`config.mk`:
```
export PLATFORM = sky130hd
export DESIGN_NAME = tiny_cpu_execute_unit_flat
export DESIGN_NICKNAME = d
export VERILOG_FILES = /design/src/design/tce_pkg.sv /design/src/design/tce_if.sv /design/src/design/tiny_cpu_execute_unit.sv /design/src/flat_wrapper.sv
export VERILOG_INCLUDE_DIRS = /design/src /design/src/design
export SDC_FILE = /design/constraint.sdc
export NUM_CORES = 1
export LEC_CHECK = 0
export BUFFER_PORTS_ARGS = -buffer_cell sky130_fd_sc_hd__buf_2
export CAP_MARGIN = 40
export CORE_MARGIN = 8
export CORE_UTILIZATION = 35
export CTS_CLUSTER_DIAMETER = 30
export CTS_CLUSTER_SIZE = 16
export DETAILED_ROUTE_END_ITERATION = 16
export HOLD_SLACK_MARGIN = 0.03
export SLEW_MARGIN = 20
export SYNTH_ARGS = -nofsm -noshare
export SYNTH_HDL_FRONTEND = slang
export SYNTH_SLANG_ARGS = --single-unit
```
`constraint.sdc`:
```
create_clock -name clock -period 5.22 [get_ports clock]
set_input_delay 0.261 -clock clock [delete_from_list [all_inputs] [get_ports clock]]
set_output_delay 0.261 -clock clock [all_outputs]
set_load 0.02 [all_outputs]
```
`src/design/tiny_cpu_execute_unit_defines.svh`:
```
// Assertion macros used by the execute unit.
`ifndef TINY_CPU_EXECUTE_UNIT_DEFINES_SVH
`define TINY_CPU_EXECUTE_UNIT_DEFINES_SVH

// The consequent must hold in the same cycle as the antecedent.
`define TCE_ASSERT_NOW(label, clk, rst, ante, cons, msg) \
   label: assert property (@(posedge clk) disable iff (rst) (ante) |-> (cons)) \
      else $error(msg);

// The consequent must hold in the cycle after the antecedent.
`define TCE_ASSERT_NEXT(label, clk, rst, ante, cons, msg) \
   label: assert property (@(posedge clk) disable iff (rst) (ante) |=> (cons)) \
      else $error(msg);

`endif

```
`src/design/tce_pkg.sv`:
```
package tce_pkg;

   localparam int NUM_REGS   = 8;
   localparam int REG_IDX_W  = 3;
   localparam int DATA_W     = 8;
   localparam int INSTR_W    = 20;

   typedef enum logic [2:0] {
      OP_ADD    = 3'd0,
      OP_ADDI   = 3'd1,
      OP_MUL    = 3'd2,
      OP_INV    = 3'd3,
      OP_BRANCH = 3'd4,
      OP_LOAD   = 3'd5,
      OP_STORE  = 3'd6,
      OP_HALT   = 3'd7
   } opcode_type;

   typedef enum logic [1:0] {
      MEM_NONE  = 2'd0,
      MEM_READ  = 2'd1,
      MEM_WRITE = 2'd2
   } mem_req_type;

   localparam logic FUNC_EXEC = 1'b0;
   localparam logic FUNC_LOAD_DATA = 1'b1;

   typedef struct packed {
      logic [DATA_W-1:0]    next_pc;
      logic                 halted;
      logic [1:0]           mem_request;
      logic [DATA_W-1:0]    mem_address;
      logic [DATA_W-1:0]    mem_write_data;
      logic                 reg_write;
      logic [REG_IDX_W-1:0] reg_index;
      logic [DATA_W-1:0]    reg_value;
   } result_type;

endpackage

```
`src/design/tce_if.sv`:
```
interface tce_req_if import tce_pkg::*; ();
   logic                  valid;
   logic                  ready;
   logic                  func;
   logic [INSTR_W-1:0]    instruction_word;
   logic [DATA_W-1:0]     load_data;

   modport source (output valid, output func, output instruction_word, output load_data,
                   input ready);
   modport sink (input valid, input func, input instruction_word, input load_data,
                 output ready);
endinterface

interface tce_rsp_if import tce_pkg::*; ();
   logic                  valid;
   logic                  ready;
   logic [DATA_W-1:0]     next_pc;
   logic                  halted;
   logic [1:0]            mem_request;
   logic [DATA_W-1:0]     mem_address;
   logic [DATA_W-1:0]     mem_write_data;
   logic                  reg_write;
   logic [REG_IDX_W-1:0]  reg_index;
   logic [DATA_W-1:0]     reg_value;

   modport source (output valid, output next_pc, output halted, output mem_request,
                   output mem_address, output mem_write_data, output reg_write,
                   output reg_index, output reg_value, input ready);
   modport sink (input valid, input next_pc, input halted, input mem_request,
                 input mem_address, input mem_write_data, input reg_write,
                 input reg_index, input reg_value, output ready);
endinterface

```
`src/design/tiny_cpu_execute_unit.sv`:
```
// Execute stage of a small 8-bit processor. Each request transaction carries either an
// instruction word (func 0) or the byte for a pending load (func 1); each one yields exactly
// one response transaction with the new PC, the halt flag, any memory request and any
// register write. The unit accepts one transaction per clock and has two stages: the first
// reads registers s and t from the synchronous register-file memory, the second executes,
// writes back and loads the output register. A request is captured in the first stage, then
// passes through the second stage into the output register, which drives the response
// transaction; back-to-back dependent instructions run at full rate because the most
// recent write is forwarded around the memory. A stalled receiver holds the response and
// then the second stage, which in turn holds off new requests. A load holds the PC and
// ignores further instructions until its data arrives; after a halt every transaction is
// ignored.
`include "tiny_cpu_execute_unit_defines.svh"

module tiny_cpu_execute_unit import tce_pkg::*; (
   input logic        clock,
   input logic        reset,
   tce_req_if.sink    req_ch,
   tce_rsp_if.source  rsp_ch
);

   // Register file: synchronous memory, two read ports, one write port.
   logic [DATA_W-1:0]    regs_mem [NUM_REGS];
   logic [NUM_REGS-1:0]  regs_vld_ff;

   logic                 s1_valid_ff;
   logic                 s1_func_ff;
   logic [INSTR_W-1:0]   s1_word_ff;
   logic [DATA_W-1:0]    s1_ldata_ff;

   logic [DATA_W-1:0]    rd_s_ff, rd_t_ff;
   logic                 rd_s_vld_ff, rd_t_vld_ff;

   logic                 lw_valid_ff;
   logic [REG_IDX_W-1:0] lw_idx_ff;
   logic [DATA_W-1:0]    lw_val_ff;

   logic [DATA_W-1:0]    pc_ff, pc_in;
   logic                 halt_ff, halt_in;
   logic                 ld_pend_ff, ld_pend_in;
   logic [REG_IDX_W-1:0] ld_dest_ff, ld_dest_in;

   logic                 rsp_valid_ff;
   result_type           rsp_ff;
   result_type           res;

   logic                 req_fire, s1_fire;
   logic [REG_IDX_W-1:0] rd_addr_s, rd_addr_t;

   opcode_type           op;
   logic [REG_IDX_W-1:0] s1_d, s1_s, s1_t;
   logic [DATA_W-1:0]    s1_imm, vs, vt, base_pc;
   logic                 taken;

   assign s1_fire      = s1_valid_ff && (!rsp_valid_ff || rsp_ch.ready);
   assign req_ch.ready = !s1_valid_ff || s1_fire;
   assign req_fire     = req_ch.valid && req_ch.ready;

   // While stage one stalls it keeps re-reading its own operands.
   assign rd_addr_s = req_fire ? req_ch.instruction_word[13:11] : s1_word_ff[13:11];
   assign rd_addr_t = req_fire ? req_ch.instruction_word[10:8]  : s1_word_ff[10:8];

   always_ff @(posedge clock) begin
      rd_s_ff     <= regs_mem[rd_addr_s];
      rd_t_ff     <= regs_mem[rd_addr_t];
      rd_s_vld_ff <= regs_vld_ff[rd_addr_s];
      rd_t_vld_ff <= regs_vld_ff[rd_addr_t];
      if (s1_fire && res.reg_write) begin
         regs_mem[res.reg_index] <= res.reg_value;
      end
   end

   always_ff @(posedge clock) begin
      if (reset) begin
         regs_vld_ff <= '0;
         lw_valid_ff <= 1'b0;
      end else if (s1_fire && res.reg_write) begin
         regs_vld_ff[res.reg_index] <= 1'b1;
         lw_valid_ff <= 1'b1;
      end
   end

   always_ff @(posedge clock) begin
      if (s1_fire && res.reg_write) begin
         lw_idx_ff <= res.reg_index;
         lw_val_ff <= res.reg_value;
      end
      if (req_fire) begin
         s1_func_ff  <= req_ch.func;
         s1_word_ff  <= req_ch.instruction_word;
         s1_ldata_ff <= req_ch.load_data;
      end
      if (s1_fire) begin
         rsp_ff <= res;
      end
   end

   always_ff @(posedge clock) begin
      if (reset) begin
         s1_valid_ff  <= 1'b0;
         rsp_valid_ff <= 1'b0;
         pc_ff        <= '0;
         halt_ff      <= 1'b0;
         ld_pend_ff   <= 1'b0;
         ld_dest_ff   <= '0;
      end else begin
         if (req_fire) begin
            s1_valid_ff <= 1'b1;
         end else if (s1_fire) begin
            s1_valid_ff <= 1'b0;
         end
         if (s1_fire) begin
            rsp_valid_ff <= 1'b1;
            pc_ff        <= pc_in;
            halt_ff      <= halt_in;
            ld_pend_ff   <= ld_pend_in;
            ld_dest_ff   <= ld_dest_in;
         end else if (rsp_ch.ready) begin
            rsp_valid_ff <= 1'b0;
         end
      end
   end

   assign op     = opcode_type'(s1_word_ff[19:17]);
   assign s1_d   = s1_word_ff[16:14];
   assign s1_s   = s1_word_ff[13:11];
   assign s1_t   = s1_word_ff[10:8];
   assign s1_imm = s1_word_ff[7:0];

   // The last write-back may not be in the memory data yet, so it takes priority.
   always_comb begin
      if (lw_valid_ff && lw_idx_ff == s1_s) begin
         vs = lw_val_ff;
      end else begin
         vs = rd_s_vld_ff ? rd_s_ff : '0;
      end
      if (lw_valid_ff && lw_idx_ff == s1_t) begin
         vt = lw_val_ff;
      end else begin
         vt = rd_t_vld_ff ? rd_t_ff : '0;
      end
   end

   always_comb begin
      if (s1_d == '0) begin
         taken = (vs == vt);
      end else if (s1_d[0]) begin
         taken = (vs != vt);
      end else begin
         taken = (vs < vt);
      end
   end

   always_comb begin
      res        = '0;
      pc_in      = pc_ff;
      halt_in    = halt_ff;
      ld_pend_in = ld_pend_ff;
      ld_dest_in = ld_dest_ff;
      base_pc    = pc_ff;
      if (!halt_ff) begin
         if (s1_func_ff == FUNC_LOAD_DATA) begin
            if (ld_pend_ff) begin
               res.reg_write  = 1'b1;
               res.reg_index  = ld_dest_ff;
               res.reg_value  = s1_ldata_ff;
               ld_pend_in     = 1'b0;
               pc_in          = pc_ff + 1'b1;
            end
         end else if (!ld_pend_ff) begin
            case (op)
               OP_ADD: begin
                  res.reg_write = 1'b1;
                  res.reg_index = s1_d;
                  res.reg_value = vs + vt;
               end
               OP_ADDI: begin
                  res.reg_write = 1'b1;
                  res.reg_index = s1_d;
                  res.reg_value = vs + s1_imm;
               end
               OP_MUL: begin
                  res.reg_write = 1'b1;
                  res.reg_index = s1_d;
                  res.reg_value = {4'b0, vs[3:0]} * {4'b0, vs[7:4]};
               end
               OP_INV: begin
                  res.reg_write = 1'b1;
                  res.reg_index = s1_d;
                  res.reg_value = ~vs;
               end
               OP_BRANCH: begin
                  if (taken) begin
                     base_pc = s1_imm;
                  end
               end
               OP_LOAD: begin
                  res.mem_request = MEM_READ;
                  res.mem_address = vt;
                  ld_pend_in      = 1'b1;
                  ld_dest_in      = s1_d;
               end
               OP_STORE: begin
                  res.mem_request    = MEM_WRITE;
                  res.mem_address    = vt;
                  res.mem_write_data = vs;
               end
               default: begin
                  halt_in = 1'b1;
               end
            endcase
            // Every completed instruction advances the PC, a taken branch included.
            if (op != OP_LOAD) begin
               pc_in = base_pc + 1'b1;
            end
         end
      end
      res.next_pc = pc_in;
      res.halted  = halt_in;
   end

   assign rsp_ch.valid          = rsp_valid_ff;
   assign rsp_ch.next_pc        = rsp_ff.next_pc;
   assign rsp_ch.halted         = rsp_ff.halted;
   assign rsp_ch.mem_request    = rsp_ff.mem_request;
   assign rsp_ch.mem_address    = rsp_ff.mem_address;
   assign rsp_ch.mem_write_data = rsp_ff.mem_write_data;
   assign rsp_ch.reg_write      = rsp_ff.reg_write;
   assign rsp_ch.reg_index      = rsp_ff.reg_index;
   assign rsp_ch.reg_value      = rsp_ff.reg_value;

   `TCE_ASSERT_NOW(a_halt_no_write, clock, reset, s1_fire && halt_ff,
      !res.reg_write && res.mem_request == MEM_NONE && pc_in == pc_ff,
      "Halted unit produced a side effect")
   `TCE_ASSERT_NOW(a_stall_holds_pc, clock, reset,
      s1_fire && ld_pend_ff && s1_func_ff == FUNC_EXEC,
      pc_in == pc_ff && !res.reg_write,
      "Instruction executed while a load was pending")
   `TCE_ASSERT_NEXT(a_load_sets_pending, clock, reset,
      s1_fire && res.mem_request == MEM_READ,
      ld_pend_ff && ld_dest_ff == $past(s1_d),
      "Load issue did not record the pending load")
   `TCE_ASSERT_NOW(a_no_write_clean, clock, reset, s1_fire && !res.reg_write,
      res.reg_index == '0 && res.reg_value == '0,
      "Register write fields not cleared without a write")
   `TCE_ASSERT_NOW(a_fwd_matches_mem, clock, reset,
      s1_valid_ff && lw_valid_ff && lw_idx_ff == s1_s && !(req_fire || s1_fire)
         && $past(s1_valid_ff && !s1_fire),
      rd_s_ff == lw_val_ff,
      "Forwarded value disagrees with register-file memory")

endmodule
```
`src/flat_wrapper.sv`:
```
// flat-port wrapper written by rule: the top's interface ports become plain ports
module tiny_cpu_execute_unit_flat import tce_pkg::*;
  (clock, reset, req_ch_valid, req_ch_func, req_ch_instruction_word, req_ch_load_data, req_ch_ready, rsp_ch_valid, rsp_ch_next_pc, rsp_ch_halted, rsp_ch_mem_request, rsp_ch_mem_address, rsp_ch_mem_write_data, rsp_ch_reg_write, rsp_ch_reg_index, rsp_ch_reg_value, rsp_ch_ready);
  tce_req_if req_ch_i ();
  tce_rsp_if rsp_ch_i ();
  input logic clock;
  input logic reset;
  input wire logic [$bits(req_ch_i.valid)-1:0] req_ch_valid;
  input wire logic [$bits(req_ch_i.func)-1:0] req_ch_func;
  input wire logic [$bits(req_ch_i.instruction_word)-1:0] req_ch_instruction_word;
  input wire logic [$bits(req_ch_i.load_data)-1:0] req_ch_load_data;
  output wire logic [$bits(req_ch_i.ready)-1:0] req_ch_ready;
  output wire logic [$bits(rsp_ch_i.valid)-1:0] rsp_ch_valid;
  output wire logic [$bits(rsp_ch_i.next_pc)-1:0] rsp_ch_next_pc;
  output wire logic [$bits(rsp_ch_i.halted)-1:0] rsp_ch_halted;
  output wire logic [$bits(rsp_ch_i.mem_request)-1:0] rsp_ch_mem_request;
  output wire logic [$bits(rsp_ch_i.mem_address)-1:0] rsp_ch_mem_address;
  output wire logic [$bits(rsp_ch_i.mem_write_data)-1:0] rsp_ch_mem_write_data;
  output wire logic [$bits(rsp_ch_i.reg_write)-1:0] rsp_ch_reg_write;
  output wire logic [$bits(rsp_ch_i.reg_index)-1:0] rsp_ch_reg_index;
  output wire logic [$bits(rsp_ch_i.reg_value)-1:0] rsp_ch_reg_value;
  input wire logic [$bits(rsp_ch_i.ready)-1:0] rsp_ch_ready;
  assign req_ch_i.valid = req_ch_valid;
  assign req_ch_i.func = req_ch_func;
  assign req_ch_i.instruction_word = req_ch_instruction_word;
  assign req_ch_i.load_data = req_ch_load_data;
  assign req_ch_ready = req_ch_i.ready;
  assign rsp_ch_valid = rsp_ch_i.valid;
  assign rsp_ch_next_pc = rsp_ch_i.next_pc;
  assign rsp_ch_halted = rsp_ch_i.halted;
  assign rsp_ch_mem_request = rsp_ch_i.mem_request;
  assign rsp_ch_mem_address = rsp_ch_i.mem_address;
  assign rsp_ch_mem_write_data = rsp_ch_i.mem_write_data;
  assign rsp_ch_reg_write = rsp_ch_i.reg_write;
  assign rsp_ch_reg_index = rsp_ch_i.reg_index;
  assign rsp_ch_reg_value = rsp_ch_i.reg_value;
  assign rsp_ch_i.ready = rsp_ch_ready;
  tiny_cpu_execute_unit u_core (.clock(clock), .reset(reset), .req_ch(req_ch_i), .rsp_ch(rsp_ch_i));
endmodule
```
; ---- After elaboration in Yosys (flattened, before gate mapping)
; Memory sizes are Yosys's and may differ from the RTL's. A register that Yosys moved wholly into a read port is not among the register bits.
; Cells that the tools add are included.
[op_classes]
reduce_logical = 19
n_mux = 44
bitwise_logic = 6
add_sub_neg = 4
mul = 1
eq_ne = 11
order_cmp = 5
[op_table]
columns = cell, count
row1 = two-way mux 8 bit, 15
row2 = one-hot mux 12 bit (4 select lines), 1
row3 = two-way mux 12 bit, 3
row4 = two-way mux 30 bit, 1
row5 = one-hot mux 10 bit (2 select lines), 1
row6 = two-way mux 1 bit, 18
row7 = "adder 8 x 1 -> 8 bit, second input constant", 2
row8 = adder 8 bit, 2
row9 = "< comparator 3 x 4 -> 1 bit, second input constant", 3
row10 = "== test 3 bit, second input constant", 3
row11 = == test 8 bit, 1
row12 = < comparator 8 bit, 1
row13 = multiplier 4 x 4 -> 8 bit, 1
row14 = inequality test 8 bit, 1
row15 = inverter 8 bit, 1
row16 = bitwise OR 8 bit, 1
row17 = OR reduction 7 bit, 1
row18 = binary-select mux 1 bit (select 3 bit), 2
row19 = "== test 3 x 2 -> 1 bit, second input constant", 2
row20 = == test 3 bit, 2
row21 = logical AND 1 bit, 6
row22 = logical NOT 3 bit, 2
row23 = two-way mux 3 bit, 2
row24 = AND reduction 5 bit, 1
row25 = 11 further kinds, 17
[totals]
mem_bits_rw = 64
elab_cells = 114
ff_bits = 105
memories = 1
out_inout_bits = 41
[memory_table]
columns = memory, words, word_bits, rd, rd_clocked_by_memory_dff, wr, line
row1 = u_core.regs_mem, 8, 8, 2, 2, 1, tiny_cpu_execute_unit.sv:23  ; logic [DATA_W-1:0] regs_mem [NUM_REGS];

; ---- Longest topological paths before layout
[depth]
depth_word = 16
ltp_mapped = 21
depth_no_buf = 19

; ---- Worst setup path before layout
; Ideal clock, no wire load.
[synth_path]
path_kind = flip-flop to flip-flop
start = register u_core.lw_idx_ff[1]
end = register u_core.lw_val_ff[6], data pin
arrival_ps = 4199
slack_ps = 722
required_ps = 4921
path_stages_with_launch = 19
n_path_buf = 2
setup_ps = 299
path_cell_list = edfxtp_1 > xnor2_1 > and4_1 > buf_6 > clkbuf_1 > a21oi_1 > inv_1 > nand2_1 > fa_1 > inv_1 > fa_1 > inv_1 > fa_1 > inv_1 > a21o_1 > a21oi_1 > xnor2_1 > a221oi_1 > a221oi_1
[synth_rtl]
columns = item, line
row1 = from (decl), tiny_cpu_execute_unit.sv:35  ; logic [REG_IDX_W-1:0] lw_idx_ff;
row2 = from (signal assigned), tiny_cpu_execute_unit.sv:85  ; lw_idx_ff <= res.reg_index;
row3 = to (signal assigned), tiny_cpu_execute_unit.sv:86  ; lw_val_ff <= res.reg_value;
row4 = to (decl), tiny_cpu_execute_unit.sv:36  ; logic [DATA_W-1:0] lw_val_ff;

; ---- Final worst setup path
[layout_path]
start = register u_core.s1_word_ff[11]
end = register u_core.rsp_ff (netlist bit u_core.rsp_ch.next_pc[6]), data pin
[layout_via]
elab_chain_len = 16
word_cells_on_any_way = 18
classes_between = add/sub: 1 / order compare: 1 / eq/ne: 3 / mux: 12 / reduce/logical: 1
[layout_lines]
columns = item, line
row1 = from (decl), tiny_cpu_execute_unit.sv:28  ; logic [INSTR_W-1:0] s1_word_ff;
row2 = from (signal assigned), tiny_cpu_execute_unit.sv:90  ; s1_word_ff <= req_ch.instruction_word;
row3 = == test 3 bit *, tiny_cpu_execute_unit.sv:132  ; if (lw_valid_ff && lw_idx_ff == s1_s) begin
row4 = logical AND 1 bit *, tiny_cpu_execute_unit.sv:132
row5 = two-way mux 8 bit *, tiny_cpu_execute_unit.sv:132
row6 = net u_core.vs[3], tiny_cpu_execute_unit.sv:52  ; logic [DATA_W-1:0] s1_imm, vs, vt, base_pc;
row7 = < comparator 8 bit or inequality test 8 bit (tied branches), "tiny_cpu_execute_unit.sv:150, tiny_cpu_execute_unit.sv:148"
row8 = two-way mux 1 bit, tiny_cpu_execute_unit.sv:147  ; end else if (s1_d[0]) begin
row9 = two-way mux 1 bit *, tiny_cpu_execute_unit.sv:145  ; if (s1_d == '0) begin
row10 = two-way mux 8 bit *, tiny_cpu_execute_unit.sv:193  ; if (taken) begin
row11 = (+2 left out), n/a
row12 = two-way mux 8 bit *, tiny_cpu_execute_unit.sv:162  ; if (s1_func_ff == FUNC_LOAD_DATA) begin
row13 = two-way mux 8 bit *, tiny_cpu_execute_unit.sv:161  ; if (!halt_ff) begin
row14 = adder 8 x 1 -> 8 bit *, tiny_cpu_execute_unit.sv:214  ; pc_in = base_pc + 1'b1;
row15 = two-way mux 8 bit *, tiny_cpu_execute_unit.sv:213  ; if (op != OP_LOAD) begin
row16 = two-way mux 8 bit *, tiny_cpu_execute_unit.sv:170  ; end else if (!ld_pend_ff) begin
row17 = two-way mux 8 bit *, tiny_cpu_execute_unit.sv:162
row18 = two-way mux 8 bit *, tiny_cpu_execute_unit.sv:161
row19 = net u_core.pc_in[6], tiny_cpu_execute_unit.sv:38  ; logic [DATA_W-1:0] pc_ff, pc_in;
row20 = to (signal assigned), tiny_cpu_execute_unit.sv:94  ; rsp_ff <= res;
row21 = to (decl), tiny_cpu_execute_unit.sv:44  ; result_type rsp_ff;
; Mark *: on every way through the listed nets, which the timed path passes. The rest lies on a longest branch. The select of a mux whose other input is x is not followed.
; A chain may end at the register's enable or synchronous reset.

==> flow_summary.json <==
{
  "die_w_um": 177,
  "cts_tree": "done",
  "r2r-end": "u_core.rsp_ch.next_pc[6]",
  "clockRootBuffer": "clkbuf_16",
  "worstReg2RegStart": "u_core.s1_word_ff[11]",
  "vdd_drop_max_v": 0.000220,
  "cp_max_fo": 14,
  "yosysSeqAreaShare_pct": 56.5,
  "grt_max_degree": 48,
  "worstMarginPinSlew_ns": 0.684,
  "tns_ns": 0,
  "start_util_pct": 35.3,
  "clock_skew_ns": 0.0114,
  "worstSetupPathType": "reg2reg",
  "setup_violations": 0,
  "insertedDiodeCount": 0,
  "multi_input_area_mm2": 0.00375,
  "viasPerCell": 5.20,
  "cp-end-kind": "flip-flop",
  "cts_num_sinks": 185,
  "register_area_mm2": 0.00513,
  "r2r_setup_slack_ns": 0.49,
  "clkLatencyLatePin_ns": 0.43,
  "yosys.area.top_type": "edfxtp_1",
  "wl_um": 23200,
  "async_flop_share_pct": 0,
  "grt_pass1_vias": 6515,
  "cap_violations": 0,
  "synth_top_area_share_pct": 47.2,
  "cp-start-kind": "flip-flop",
  "seqPwrFrac_pct": 50.5,
  "switching_share_pct": 24.3,
  "num_vias": 6294,
  "netlist_instances": 723,
  "synth-edff-count": 143,
  "fill_cells": 2397,
  "detail-route-antenna-nets": 0,
  "r2r_cells": 20,
  "coreArea_mm2": 0.0258,
  "p_switching_uw": 802,
  "final_common_cell": "edfxtp_1",
  "hpwl_um": 16900,
  "hold_viol_final": 0,
  "power.total_mw": 3.30,
  "ctsResizeCount": 0,
  "max_slew_margin_pct": 53.1,
  "leakage_nw": 4.35,
  "hp-class": "in2reg",
  "power_density_mw_per_mm2": 299,
  "syn_area_mm2": 0.00909,
  "outcome": "complete, no violations",
  "grt_overflow": 0,
  "layout_common_cells": "143 x edfxtp_1, 104 x nor2_1, 75 x buf_2",
  "gp_congestion": 0.856,
  "dr.first_iter.drc_count": 497,
  "grt_usage_pct": 15.1,
  "cp_data_arrival_time_ns": 4.89,
  "pin_count": 74,
  "nNetsFinal": 927,
  "cts_buffer_depth": 2,
  "syn_avg_cell_area_um2": 12.6,
  "drv_slew": 0,
  "numCtsBuffers": 17,
  "ys_warn_count": 0,
  "clkPwrFrac_pct": 40.2,
  "synth_cell_types": 65,
  "synthTopCellsByArea": "edfxtp_1 47%, dfxtp_1 9.2%, mux4_2 8.9%",
  "die_h_um": 177,
  "intPower_mw": 2.50,
  "whs_path_depth": 1,
  "worstPathRequired_ns": 5.39,
  "rsz0062_at_grt": "no",
  "min_to": "u_core.s1_word_ff[8]",
  "first_pass_iters": 5,
  "comb_power_share_pct": 9.3,
  "rows": 59,
  "final_layout_size_suffix_gt1_share_pct": 25.5,
  "dp.cells": 1151,
  "io_buffers": 73,
  "synth_nets": 788,
  "htree_num_levels": 4,
  "fmax_mhz": 212,
  "clkTransAtPathRegs_ns": 0.07,
  "antenna_found_initial": 0,
  "synth_top_flop_cell": "edfxtp_1",
  "drc_errors": 0,
  "fin_cells": 1210,
  "hp-start": "req_ch_instruction_word[8]",
  "wl_per_cell_um": 19.1,
  "period_minus_slack_ns": 4.73,
  "area_delta_synth_final_pct": 21.5,
  "post-route-period-util_pct": 90.6,
  "die-area_mm2": 0.0314,
  "grt_first_pass_wirelength_um": 36700,
  "ys_ff_latch": 185
}
-- worst max-delay path, cell delays in order, from the launching register on --
cell      delay [ns]
edfxtp_1        0.44
xnor2_1         0.17
and4_1          0.28
buf_4           0.21
nor2_1          0.06
a21oi_1         0.30
inv_1           0.15
ha_1            0.32
nand3_1         0.13
or3_1           0.34
a211oi_2        0.17
a211oi_1        0.09
o21a_2          0.30
nor2_4          0.15
mux2_2          0.34
ha_1            0.29
nand3_1         0.14
xor2_1          0.17
nand3_1         0.09
a21oi_1         0.22
o21ai_0         0.12
-- power by group through the flow --
stage	Combinational (mW)	Clock, mW	Sequential (mW)
2_1_floorplan	0.175	0	1.70
3_3_place_gp	0.283	0	1.70
3_5_place_dp	0.294	0	1.70
4_1_cts	0.309	1.36	1.66
5_1_grt	0.332	1.41	1.67
6_report	0.306	1.33	1.66
-- repair_timing --
item                                    CTS  global route
endpoints found under the setup margin    0             1
setup buffers                             0             2
endpoints found under the hold margin    23             1
hold buffers                             23             1
-- area by class of cell --
| type | instances | share of cell area, % |
|---|---|---|
| Clock inverter | 14 | 1.64 |
| Timing Repair Buffer | 143 | 9.09 |
| Inverter | 35 | 1.19 |
| Tap cell | 335 | 3.79 |
| Sequential cell | 185 | 46.5 |
| Multi-Input combinational cell | 480 | 33.9 |
| Clock buffer | 18 | 3.88 |
-- metal layers --
layer	vias up	wire, µm	GRT usage (%)
met1	3095	9630	18.2
met2	181	12000	26.9
met4	0	428	4.73
met5	-	0	0
li1	2986	-	-
met3	32	1100	2.77
-- sequential cells by signal (all words and copies together) (netlist names), 8 cells and up --
register                      cells
u_core.lw_val_ff                  8
u_core.pc_ff                      8
u_core.rd_s_ff                    8
u_core.rd_t_ff                    8
u_core.regs_mem                  64
u_core.regs_vld_ff                8
u_core.rsp_ch.mem_address         8
u_core.rsp_ch.mem_write_data      8
u_core.rsp_ch.next_pc             8
u_core.rsp_ch.reg_value           8
u_core.s1_ldata_ff                8
u_core.s1_word_ff                20
-- synth_stat cells (8+ instances only) --
cell      count
clkbuf_1     17
dfxtp_1      42
mux2i_1      10
nand3_1      16
mux2_2       20
nand2_1      54
a221oi_1     11
a21o_1        8
xnor2_1      20
xor2_1        8
ha_1         27
inv_1        33
mux4_2       36
o21ai_0      18
and3_1       10
edfxtp_1    143
nor2_1      104
a21oi_1      53
-- kinds of logic after synthesis --
| kind of cell | share of synthesized area [%] |
|---|---|
| AND/OR/NAND/NOR | 11.0 |
| flip-flops | 56.5 |
| AO/OA/AOI/OAI | 9.27 |
| multiplexers | 13.0 |
| buffers and inverters | 2.57 |
| adder cells (fa/ha/maj) | 5.04 |
| XOR/XNOR | 2.70 |
-- stage by stage --
step	hold slack, ns	setup WS [ns]	util, %	instance area [µm²]
final	0.0615	0.493	42.9	11100
after global routing	0.0400	0.166	42.9	11100
after CTS	0.0304	0.402	42.8	11000
after detailed placement	0.439	0.429	39.5	10200
after global placement	0.439	0.448	39.0	10100
after floorplan	0.360	0.722	-	9090
-- how the worst max path moves through the flow --
stage	from	to	slack [ns]
global placement	u_core.s1_word_ff[8]	u_core.rsp_ch.next_pc[4]	0.45
finish	u_core.s1_word_ff[11]	u_core.rsp_ch.next_pc[6]	0.49
floorplan	u_core.lw_idx_ff[1]	u_core.lw_val_ff[6]	0.72
detailed placement	u_core.s1_word_ff[8]	u_core.rsp_ch.next_pc[4]	0.43
global route	u_core.lw_idx_ff[0]	u_core.rsp_ch.next_pc[6]	0.17
CTS	u_core.s1_word_ff[8]	u_core.rsp_ch.next_pc[4]	0.40
(Power assumes the default switching activity.)
